### config.mk
export PLATFORM = sky130hd
export DESIGN_NAME = prc_ram
export DESIGN_NICKNAME = d
export VERILOG_FILES = /design/src/rtl/prc_ram.sv
export SDC_FILE = /design/constraint.sdc
export NUM_CORES = 2
export LEC_CHECK = 0
export ABC_AREA = 1
export BUFFER_PORTS_ARGS = -buffer_cell sky130_fd_sc_hd__buf_2
export CORE_ASPECT_RATIO = 1.1
export CORE_MARGIN = 10
export CORE_UTILIZATION = 32
export DETAILED_ROUTE_END_ITERATION = 10
export PLACE_DENSITY_LB_ADDON = 0.1
export SLEW_MARGIN = 20
export SYNTH_ARGS = -nofsm -noshare
export SYNTH_HDL_FRONTEND = slang
export SYNTH_SLANG_ARGS = --single-unit
### constraint.sdc
create_clock -name clk -period 6.9 [get_ports clk]
set_input_delay 1.38 -clock clk [delete_from_list [all_inputs] [get_ports clk]]
set_output_delay 1.38 -clock clk [all_outputs]
set_load 0.05 [all_outputs]
### src/rtl/prc_ram.sv
// generic single port write, single port read ram with registered read
// depends on nothing
module prc_ram #(
  parameter int WIDTH = 32,
  parameter int DEPTH = 64
) (
  input  logic                     clk,
  input  logic                     we,
  input  logic [$clog2(DEPTH)-1:0] waddr,
  input  logic [WIDTH-1:0]         wdata,
  input  logic [$clog2(DEPTH)-1:0] raddr,
  output logic [WIDTH-1:0]         rdata
);
  logic [WIDTH-1:0] mem [DEPTH];

  always_ff @(posedge clk) begin
    if (we) begin
      mem[waddr] <= wdata;
    end
    rdata <= mem[raddr];
  end
endmodule

# After elaboration in Yosys (flattened, before gate mapping)
# Memory sizes are Yosys's and may differ from the RTL's. A register that Yosys moved wholly into a read port is not among the register bits.
# Index checks and enable logic that the tools add are counted.
[word_totals]
reg_bits = 0
ramBits = 2048
memories = 1
[classes]
mux = 2
[mem_list]
columns = ["memory", "depth", "word_bits", "rd", "rd_clocked_by_memory_dff", "write_ports", "line_no", "text"]
rows = [
  ["mem", 64, 32, 1, 1, 1, "14", "logic [WIDTH-1:0] mem [DEPTH];"],
]
[ops]
columns = ["cell", "count"]
rows = [
  ["two-way mux 1 bit", 2],
]

# Longest topological paths before layout
[depth]
depth_word = 2
depth_mapped = 13
ltp_nobuf = 9

# Least setup slack after synthesis
# OpenSTA, ideal clock, no wires.
[synth_timing]
kind = "input-to-reg"
startpoint = "input we"
endpoint = "memory mem[48][0] (enable)"
setup_ns = 0.502
t_arrival_ns = 5.008
required_ns = 6.398
setup_slack_ns = 1.390
stages = 3
path_buffers = 1
cell_sequence = "clkbuf_1 > nand4_1 > nor4_1"
[synth_between]
elab_chain_cells = 2
[synth_rtl]
columns = ["item", "line_no", "text"]
rows = [
  ["start, declared", "8", "input logic we,"],
  ["two-way mux 1 bit", "17", "if (we) begin"],
  ["two-way mux 1 bit (implied by the code)", "18", "mem[waddr] <= wdata;"],
  ["end, declared", "14", ""],
]
# No other way between the ends.

==> run metrics <==
leading cell types by count after synthesis=nand2_1 (2248), edfxtp_1 (2048), nand3_1 (1907), buf_2 (282), clkbuf_1 (77); cell count after synthesis=about 6800; Avg Cell Area, Syn=12.2 um2; syn_nets=approximately 6800; buffer depth of the longest clock path=4; insertion delay of the later-clocked pin in the worst-skew pair=0.90 ns; global placer's final weighted congestion=0.752; CP Max Fanout=167; share of the core filled with cells in the final layout=0.368; TritonCTS clock tree=yes; final-report max-slew violation count=0; hpwl dp=between 150000 and 200000 um; proportion of synthesized flip-flops having asynchronous set or reset=0; outcome=completed; DRT antenna net count=0; Post-route DRC=0; number of fill cells in the layout=24800; maximum number of pins on one net before global-route repair=approximately 170; critical path arrival=4.76 ns; launch point of the worst hold path=wdata[10]; drt via density=5.07; slew margin rel.=0.136; clock tree sinks=2080; clock-pin slew on the worst setup and hold paths=0.06 ns; instance count along the most critical hold path=1; number of CTS-inserted buffers=between 200 and 250; launching point of the worst reg2reg path=mem[39][13]; Max-Cap Viols=0; number of buffers added on ports=77; Nets=6850; count of flip-flops with a built-in enable after synthesis=between 2000 and 2500; endpoint class of the critical path=flop; length of the first detailed-routing pass in iterations=6; Critical Path RT=7.69 ns; post-synthesis sequential element count=2080; hold crit path type=input pin to flop; reg-to-reg critical path endpoint=rdata[13]; Total Wirelength=282000 um; largest cells by area after synthesis=edfxtp_1 (74%), nand3_1 (12%), nand2_1 (10%), buf_2 (1.7%), dfxtp_1 (0.77%); starting utilization of the core area=0.322; sum of negative setup slack=0 ns; y dimension of the die=between 500 and 600 um; number of rows in the core area=a little under 200; FF-to-FF path depth=8; Core Region=around 260000 um2; power density over the cells=293 nW/um2; CTS root buffer=clkbuf_16; number of top-level pins=78; number of instances resized during post-cts repair=0; cell with the largest stage delay on the worst path=nand3_1; number of levels in the clock H-tree=4; number of setup violations in the final report=0; Peak supply drop=205 uV; final-report hold violation count=0; DR vias=52900; final cycle utilization of the critical path=0.576; x dimension of the die=around 500 um; total grt overflow=0; initial antenna violation count=30; unrepaired setup endpoints after global routing=false; Buf+Inv Stages, Crit Path=4; commonest register cell after synthesis=edfxtp_1; area of the die=279000 um2; Warnings, synthesis=0; area added between synthesis and finish=14.3%; internal reg-to-reg setup slack=4.78 ns; Highest Clock Rate=around 250 MHz; type of the worst setup path=input pin to flop; aggregate global-route resource usage=0.195; largest stage delay on the critical path=0.66 ns; hold buffers post-CTS=0; transition time at the pin with the least slew margin=~1.3 ns; Worst path depth=12; fraction of final layout cells with drive strength greater than 1=0.0870; cell with the most instances after synthesis=nand2_1; DRC marker count from the first detailed-route iteration=4694; detail-routed net length per standard cell=27.0 um; clock period minus final worst setup slack=3.97 ns; proportion of synthesized chip area in sequential cells=0.751; area share of the largest cell type after synthesis=0.743; final clock skew=0.0543 ns; Cell Area, Synth=~83000 um2; endpoint of the worst hold path=mem[53][10]; number of global-route vias before repair=50900; number of buffers inserted by post-CTS setup repair=0; cell breakdown of the critical path=buf_8 > inv_16 > buf_4 > buf_4 > nand2_1 > nand3_1 > nand3_1 > nand2_1 > nand2_1 > nand3_1 > nand3_1 > nand2_1; Yosys top cell by area=edfxtp_1; number of distinct library cell variants in the gate-level netlist after synthesis=16; critical path launch point type=input pin; leakage power total=32.7 nW; global-route wire length before repair=400000 um; critical path's top delay family=simple AND/OR/NAND/NOR gates
## worst max-delay path by stage
stage	start	to	slack, ns
after floorplan	we	mem[48][0]	1.39
after global placement	raddr[0]	rdata[5]	1.92
after detailed placement	raddr[0]	rdata[5]	1.94
after CTS	raddr[0]	rdata[5]	2.84
after global routing	raddr[0]	rdata[5]	2.82
final	raddr[0]	rdata[5]	2.93
## state kept, by name (all words and copies together) (netlist names)
signal / flops
rdata: 32
mem: 2048
## through the flow
step                hold slack [ns]  setup slack [ns]  power, mW  instances  cell area (um2)
floorplan                     0.721              1.39       15.2       6769            82700
global placement              0.802              1.92       16.2      10000            87300
detailed placement            0.799              1.94       16.2      10000            87400
CTS                           0.724              2.84       28.0      10400            94500
global route                  0.758              2.82       28.6      10400            94600
finish                        0.788              2.93       27.7      10400            94600
## where the power goes
| group | internal [mW] | switching [mW] |
|---|---|---|
| clock network | 6.79 | 5.04 |
| logic | 0.379 | 1.42 |
| registers | 14.0 | 0.0598 |
## cells by family (layout without fill, tap and decap cells)
logic type    count (synthesis)  count (layout)  share of synthesized area
simple gates               4228            4228                      0.221
flops                      2080            2080                      0.751
buf+inv                     461             677                     0.0278
other cells                   0               4                          0
## layout make-up
type / count / area (um2) / share of cell area
diodes: 4 / 10.0 / 0.000106
clock buffers: 326 / 6340 / 0.0671
clock inverters: 88 / 721 / 0.00762
inverters: 12 / 88.8 / 0.000939
multi-input cells: 4228 / 18800 / 0.198
flip-flops and latches: 2080 / 62100 / 0.657
well taps: 3447 / 4310 / 0.0456
repair buffers: 251 / 2180 / 0.0230
## worst reg2reg max path: stages (launching register included)
cell and delay, ns:
edfxtp_1 0.36, nand2_1 0.08, nand3_1 0.09, nand3_1 0.16
nand3_1 0.28, nand3_1 0.19, nand2_1 0.10, nand2_1 0.54
nand2_1 0.16
## layout by cell type (no fill, tap or decap), types with 12 or more instances in the layout
cell type / synthesis / final
nand3_1: 1907 / 1907
dfxtp_1: 32 / 32
clkbuf_1: 77 / 79
clkinv_2: 0 / 22
clkbuf_16: 0 / 235
clkbuf_8: 0 / 13
bufinv_16: 0 / 12
edfxtp_1: 2048 / 2048
buf_12: 0 / 33
clkinv_1: 0 / 48
buf_2: 282 / 59
buf_4: 45 / 155
nand2_1: 2248 / 2248
nor2_4: 0 / 56
## per-layer routing
metal | track usage | up-vias | share of wire | wire, um
li1 | - | 24200 | - | -
met2 | 0.319 | 1392 | 0.48 | 134000
met3 | 0.0280 | 391 | 0.049 | 13800
met5 | 0 | - | 0.00024 | 67
met4 | 0.0541 | 10 | 0.029 | 8210
met1 | 0.270 | 26900 | 0.45 | 126000
Power figures use the tool's default switching activity.
