[src/rtl/prc_div.sv]
// restoring unsigned divider, one quotient bit per cycle, rounds to nearest
// depends on nothing; used for the boundary crossing quotient
module prc_div #(
  parameter int NB = 34,
  parameter int DB = 17
) (
  input  logic          clk,
  input  logic          rst,
  input  logic          start,
  input  logic [NB-1:0] num,
  input  logic [DB-1:0] den,
  output logic          done,
  output logic [NB-1:0] quo
);
  localparam int CW = $clog2(NB + 1);

  logic [NB-1:0] q;
  logic [DB:0]   rem;
  logic [DB-1:0] d;
  logic [CW-1:0] cnt;
  logic          busy;
  logic [DB:0]   shifted;
  logic [DB+1:0] twice;

  assign shifted = {rem[DB-1:0], q[NB-1]};
  assign twice   = {rem, 1'b0};

  always_ff @(posedge clk) begin
    if (rst) begin
      busy <= 1'b0;
      done <= 1'b0;
    end else begin
      done <= 1'b0;
      if (start) begin
        busy <= 1'b1;
        q    <= num;
        d    <= den;
        rem  <= '0;
        cnt  <= CW'(NB);
      end else if (busy) begin
        if (cnt == '0) begin
          busy <= 1'b0;
          done <= 1'b1;
          // round half up on the magnitude
          quo  <= (twice >= {2'b0, d}) ? q + 1'b1 : q;
        end else begin
          cnt <= cnt - 1'b1;
          if (shifted >= {1'b0, d}) begin
            rem <= shifted - {1'b0, d};
            q   <= {q[NB-2:0], 1'b1};
          end else begin
            rem <= shifted;
            q   <= {q[NB-2:0], 1'b0};
          end
        end
      end
    end
  end
endmodule

[config.mk]
export PLATFORM = sky130hd
export DESIGN_NAME = prc_div
export DESIGN_NICKNAME = d
export VERILOG_FILES = /design/src/rtl/prc_div.sv
export SDC_FILE = /design/constraint.sdc
export NUM_CORES = 1
export LEC_CHECK = 0
export BUFFER_PORTS_ARGS = -buffer_cell sky130_fd_sc_hd__buf_2
export CORE_MARGIN = 4
export CORE_UTILIZATION = 45
export DETAILED_ROUTE_END_ITERATION = 10
export GPL_ROUTABILITY_DRIVEN = 1
export PLACE_DENSITY_LB_ADDON = 0.2
export SYNTH_ARGS = -nofsm -noshare
export SYNTH_HDL_FRONTEND = slang
export SYNTH_SLANG_ARGS = --single-unit
export TNS_END_PERCENT = 5
[constraint.sdc]
create_clock -name clk -period 6.5 [get_ports clk]
set_clock_uncertainty 0.05 [all_clocks]
set_input_delay 0.65 -clock clk [delete_from_list [all_inputs] [get_ports clk]]
set_output_delay 0.65 -clock clk [all_outputs]
set_load 0.05 [all_outputs]
* Word-level counts from Yosys, hierarchy flattened
Index checks and enable logic that the tools add are counted.
** Word-level totals
- Register bits after elaboration :: 111
- Input bits :: 54
- Logic and storage cells :: 36
** Cells by class
- Add/subtract/negate cells :: 3
- Order comparisons :: 2
- Equality and inequality tests :: 1
- Multiplexer cells :: 14
- Bitwise operators :: 3
- Reductions and logical operators :: 6
** Operators with widths (number)
- two-way mux 34 bit :: 4
- two-way mux 18 bit :: 3
- adder 34 x 1 -> 34 bit, second input constant :: 1
- greater-or-equal comparator 19 x 17 -> 1 bit :: 1
- greater-or-equal comparator 18 x 17 -> 1 bit :: 1
- subtractor 18 x 17 -> 18 bit :: 1
- two-way mux 6 bit :: 2
- zero test 6 bit :: 1
- subtractor 6 x 1 -> 6 bit, second input constant :: 1
- two-way mux 1 bit :: 5
- AND reduction 4 bit :: 1
- NOT 1 bit :: 3
- AND reduction 3 bit :: 1
- OR reduction 3 bit :: 1
- != test 2 bit, second input constant :: 1
- AND reduction 2 bit :: 1
- nonzero test 2 bit :: 1

* Logic depth before layout (Yosys ltp)
- Depth in word-level cells :: 5
- Depth in mapped cells :: 12
- Mapped depth without buffers :: 10

* Worst setup path after synthesis
No wires, ideal clock.
- Kind :: in2reg
- From :: input start
- To :: register quo[0], enable pin
- Library setup time :: 0.524 ns
- Arrival :: 4.496 ns
- Setup slack :: 1.430 ns
- Stages on the path :: 2
- Path buffers :: 1
- Cell sequence :: buf_1 nor4b_1
** On the way
- Longest elaborated chain between the ends :: 2
** Ends and longest elaborated chain
- start, declared :: line 9 : input logic start,
- NOT 1 bit (no source line)
- AND reduction 4 bit (no source line)
- end signal, assigned :: line 45 : quo <= (twice >= {2'b0, d}) ? q + 1'b1 : q;
- end, declared :: line 13 : output logic [NB-1:0] quo
No other way between the ends.
A chain may end at the register's enable or synchronous reset.

* Final worst setup path
- From :: register rem[14]
- To :: register quo[29], data pin
** On the way
- Longest elaborated chain between the ends :: 2
** Ends and longest elaborated chain
- start, declared :: line 18 : logic [DB:0] rem;
- start signal, assigned :: line 49 : rem <= shifted - {1'b0, d};
- start signal, assigned :: line 52 : rem <= shifted;
- greater-or-equal comparator 19 x 17 -> 1 bit :: line 45
- two-way mux 34 bit :: line 45
No other way between the ends.

==> impl_metrics.json <==
{
  "drt_wl_total_um": 13200,
  "initial_utilization_pct": 46.0,
  "slew_viol_final": 0,
  "cpPeakStageDelay_ps": 990,
  "cp_top_family": "compound AO/OA/AOI/OAI gates",
  "place_hpwl_um": 9210,
  "synth_edf_count": 109,
  "ant_nets": 0,
  "postCtsResizedCells": 0,
  "antenna_cells": 0,
  "dr.pass1.iters": 7,
  "min_path_type": "in2reg",
  "regArea_mm2": 0.00331,
  "power_switching_uw": 464,
  "fmax_mhz": 322,
  "setup_tns_ps": 0,
  "die_w_um": 125,
  "ys_types": 61,
  "pwr-share-seq_pct": 48.8,
  "rsz0062_at_grt": "false",
  "ys_warn_count": 0,
  "multiInputGateArea_mm2": 0.00261,
  "total_leakage_power_uw": 0.00263,
  "slew_headroom_pct": 18.6,
  "clock_latency_ps": 360,
  "first_iter_violations": 360,
  "highest-signal-layer": "met4",
  "finalHoldViolations": 0,
  "wl_met1_um": 5710,
  "path_cells": "ha_1, nand4b_1, or2_1, o211ai_1, a22oi_1, a21oi_1, xor2_1",
  "syn_area_mm2": 0.00612,
  "fp.dieH_um": 125,
  "synth_area_leaders": "edfxtp_1 53%, mux2_2 5.9%, xor2_1 4.3%",
  "post_cts.repair.setup_buffers": 0,
  "cts_tree": "done",
  "clkSinkCount": 111,
  "wl_per_cell_um": 16.6,
  "area_delta_synth_final_pct": 15.1,
  "synth_ff_type": "edfxtp_1",
  "core_mm2": 0.0133,
  "yosysSeqAreaShare_pct": 54.1,
  "numCtsBuffers": 9,
  "path_buf_inv": 0,
  "pwr-share-clk_pct": 32.3,
  "drt-vias-per-instance": 5.50,
  "grt_max_degree": 69,
  "port_buffers": 88,
  "ios": 89,
  "drive_gt1_share_pct": 25.0,
  "ys_async_sr_fraction_pct": 0,
  "setup_viol": 0,
  "routed-via-count": 4363,
  "crit_slowest_cell": "a22oi_1",
  "synth.most_common_cell": "edfxtp_1",
  "min_period_ps": 3110,
  "swShare_pct": 26.0,
  "nets": 688,
  "worstSetupEndpointType": "register",
  "rows": 42,
  "synth-seq-cells": 111,
  "drv_cap": 0,
  "wl_met2_um": 6610,
  "status": "complete, no violations",
  "worstSetupStartpointType": "register",
  "cts-root-buf": "clkbuf_16",
  "tightestPinTransition_ps": 1220,
  "fillers": 1170,
  "clk_path_buf_depth": 2,
  "synthTopCellsByCount": "109 x edfxtp_1, 40 x nor2_1, 38 x a21oi_1",
  "post-route-period-util_pct": 47.8,
  "crit_fanout": 12,
  "grt_pass1_vias": 4398,
  "power_frac_comb_pct": 18.8,
  "required_ps": 6550,
  "syn_avg_cell_area_um2": 11.5,
  "place.gp.congestion": 0.887,
  "grt_pass1_wl_um": 21800,
  "vdd_drop_max_v": 0.000151,
  "fin_area_mm2": 0.00704,
  "path_clk_slew_ps": 70,
  "worstSetupPathType": "reg2reg",
  "dr_wl_met3_um": 669,
  "antenna_found_initial": 0,
  "p_per_area_mw_per_mm2": 253,
  "netlist_instances": 531,
  "cts_max_level": 3,
  "die-area_mm2": 0.0155,
  "synth.top_cell.area_share_pct": 53.5,
  "hold_buffers": 0,
  "intPower_uw": 1320,
  "remaining_drc_errors": 0,
  "cp_data_arrival_time_ps": 3160,
  "overflow": 0,
  "track_usage_pct": 17.2,
  "synth_top_cell_by_area": "edfxtp_1",
  "synth.net_count": 606,
  "dpl_cell_area_mm2": 0.00674
}
==> per-stage QoR <==
stage | util (%) | worst slack (ps) | total power, uW | cells | hold slack, ps
floorplan | - | 1430 | 1130 | 531 | 417
global placement | 50.7 | 3500 | 1210 | 778 | 434
detailed placement | 50.7 | 3460 | 1220 | 778 | 443
CTS | 53.0 | 3440 | 1800 | 793 | 405
global route | 53.0 | 3170 | 1870 | 793 | 403
finish | 53.0 | 3390 | 1780 | 793 | 417
==> final timing paths <==
kind,to,from,depth (start not counted),slack (ps)
setup / recovery,quo[29]$_DFFE_PP_,rem[14]$_SDFFCE_PP0P_,7,3390
hold reg to reg,done$_SDFF_PP0_,busy$_SDFF_PP0_,1,450
hold / removal,d[14]$_DFFE_PP_,den[14],1,420
setup reg to reg,quo[29]$_DFFE_PP_,rem[14]$_SDFFCE_PP0P_,7,3390
==> layout make-up <==
| class | count | area share (%) |
|---|---|---|
| Multi-Input combinational cell | 368 | 37.1 |
| Inverter | 29 | 1.55 |
| Clock inverter | 3 | 0.977 |
| Sequential cell | 111 | 47.0 |
| Timing Repair Buffer | 94 | 6.89 |
| Clock buffer | 12 | 3.36 |
| Tap cell | 176 | 3.13 |
==> registers in the layout, summed over array words and instances (netlist names) <==
| name | cells |
|---|---|
| cnt | 6 |
| d | 17 |
| rem | 18 |
| q | 34 |
| quo | 34 |
| done | 1 |
| busy | 1 |
==> power by group through the flow <==
stage / clock [uW] / combinational (uW) / sequential [uW]
global route: 625 / 374 / 874
floorplan: 0 / 253 / 877
global placement: 0 / 325 / 883
detailed placement: 0 / 334 / 884
finish: 576 / 336 / 869
CTS: 593 / 336 / 869
==> cells by family (layout without fill, tap and decap cells) <==
group	Yosys count	in the layout	share of synthesized area (%)
and+or+nand+nor	154	154	12.6
DFF	111	111	54.1
AOI/OAI and AO/OA	110	110	12.1
buffers and inverters	52	138	3.51
xor gates and xnor gates	45	45	6.44
muxes	38	38	6.87
adders and majority gates	21	21	4.41
==> layer usage <==
metal	global-route usage (%)	up-vias
met5	0	-
met4	4.71	0
met3	4.97	16
met2	30.0	112
met1	20.8	2102
li1	-	2133
==> layout by cell type, fill, tap and decap left out, types with 6 or more instances in the layout <==
master     instances
nor3_1            10
nand3_1           21
nand2b_1           7
buf_2             88
ha_1              20
nand2_1           37
nor2_1            39
mux2_2            32
clkbuf_16          9
o21ai_0           18
xnor2_1           15
edfxtp_1         109
a211oi_1          15
a21oi_1           37
buf_4              6
mux2i_1            6
inv_1             29
xor2_1            30
Power figures use the tool's default switching activity.
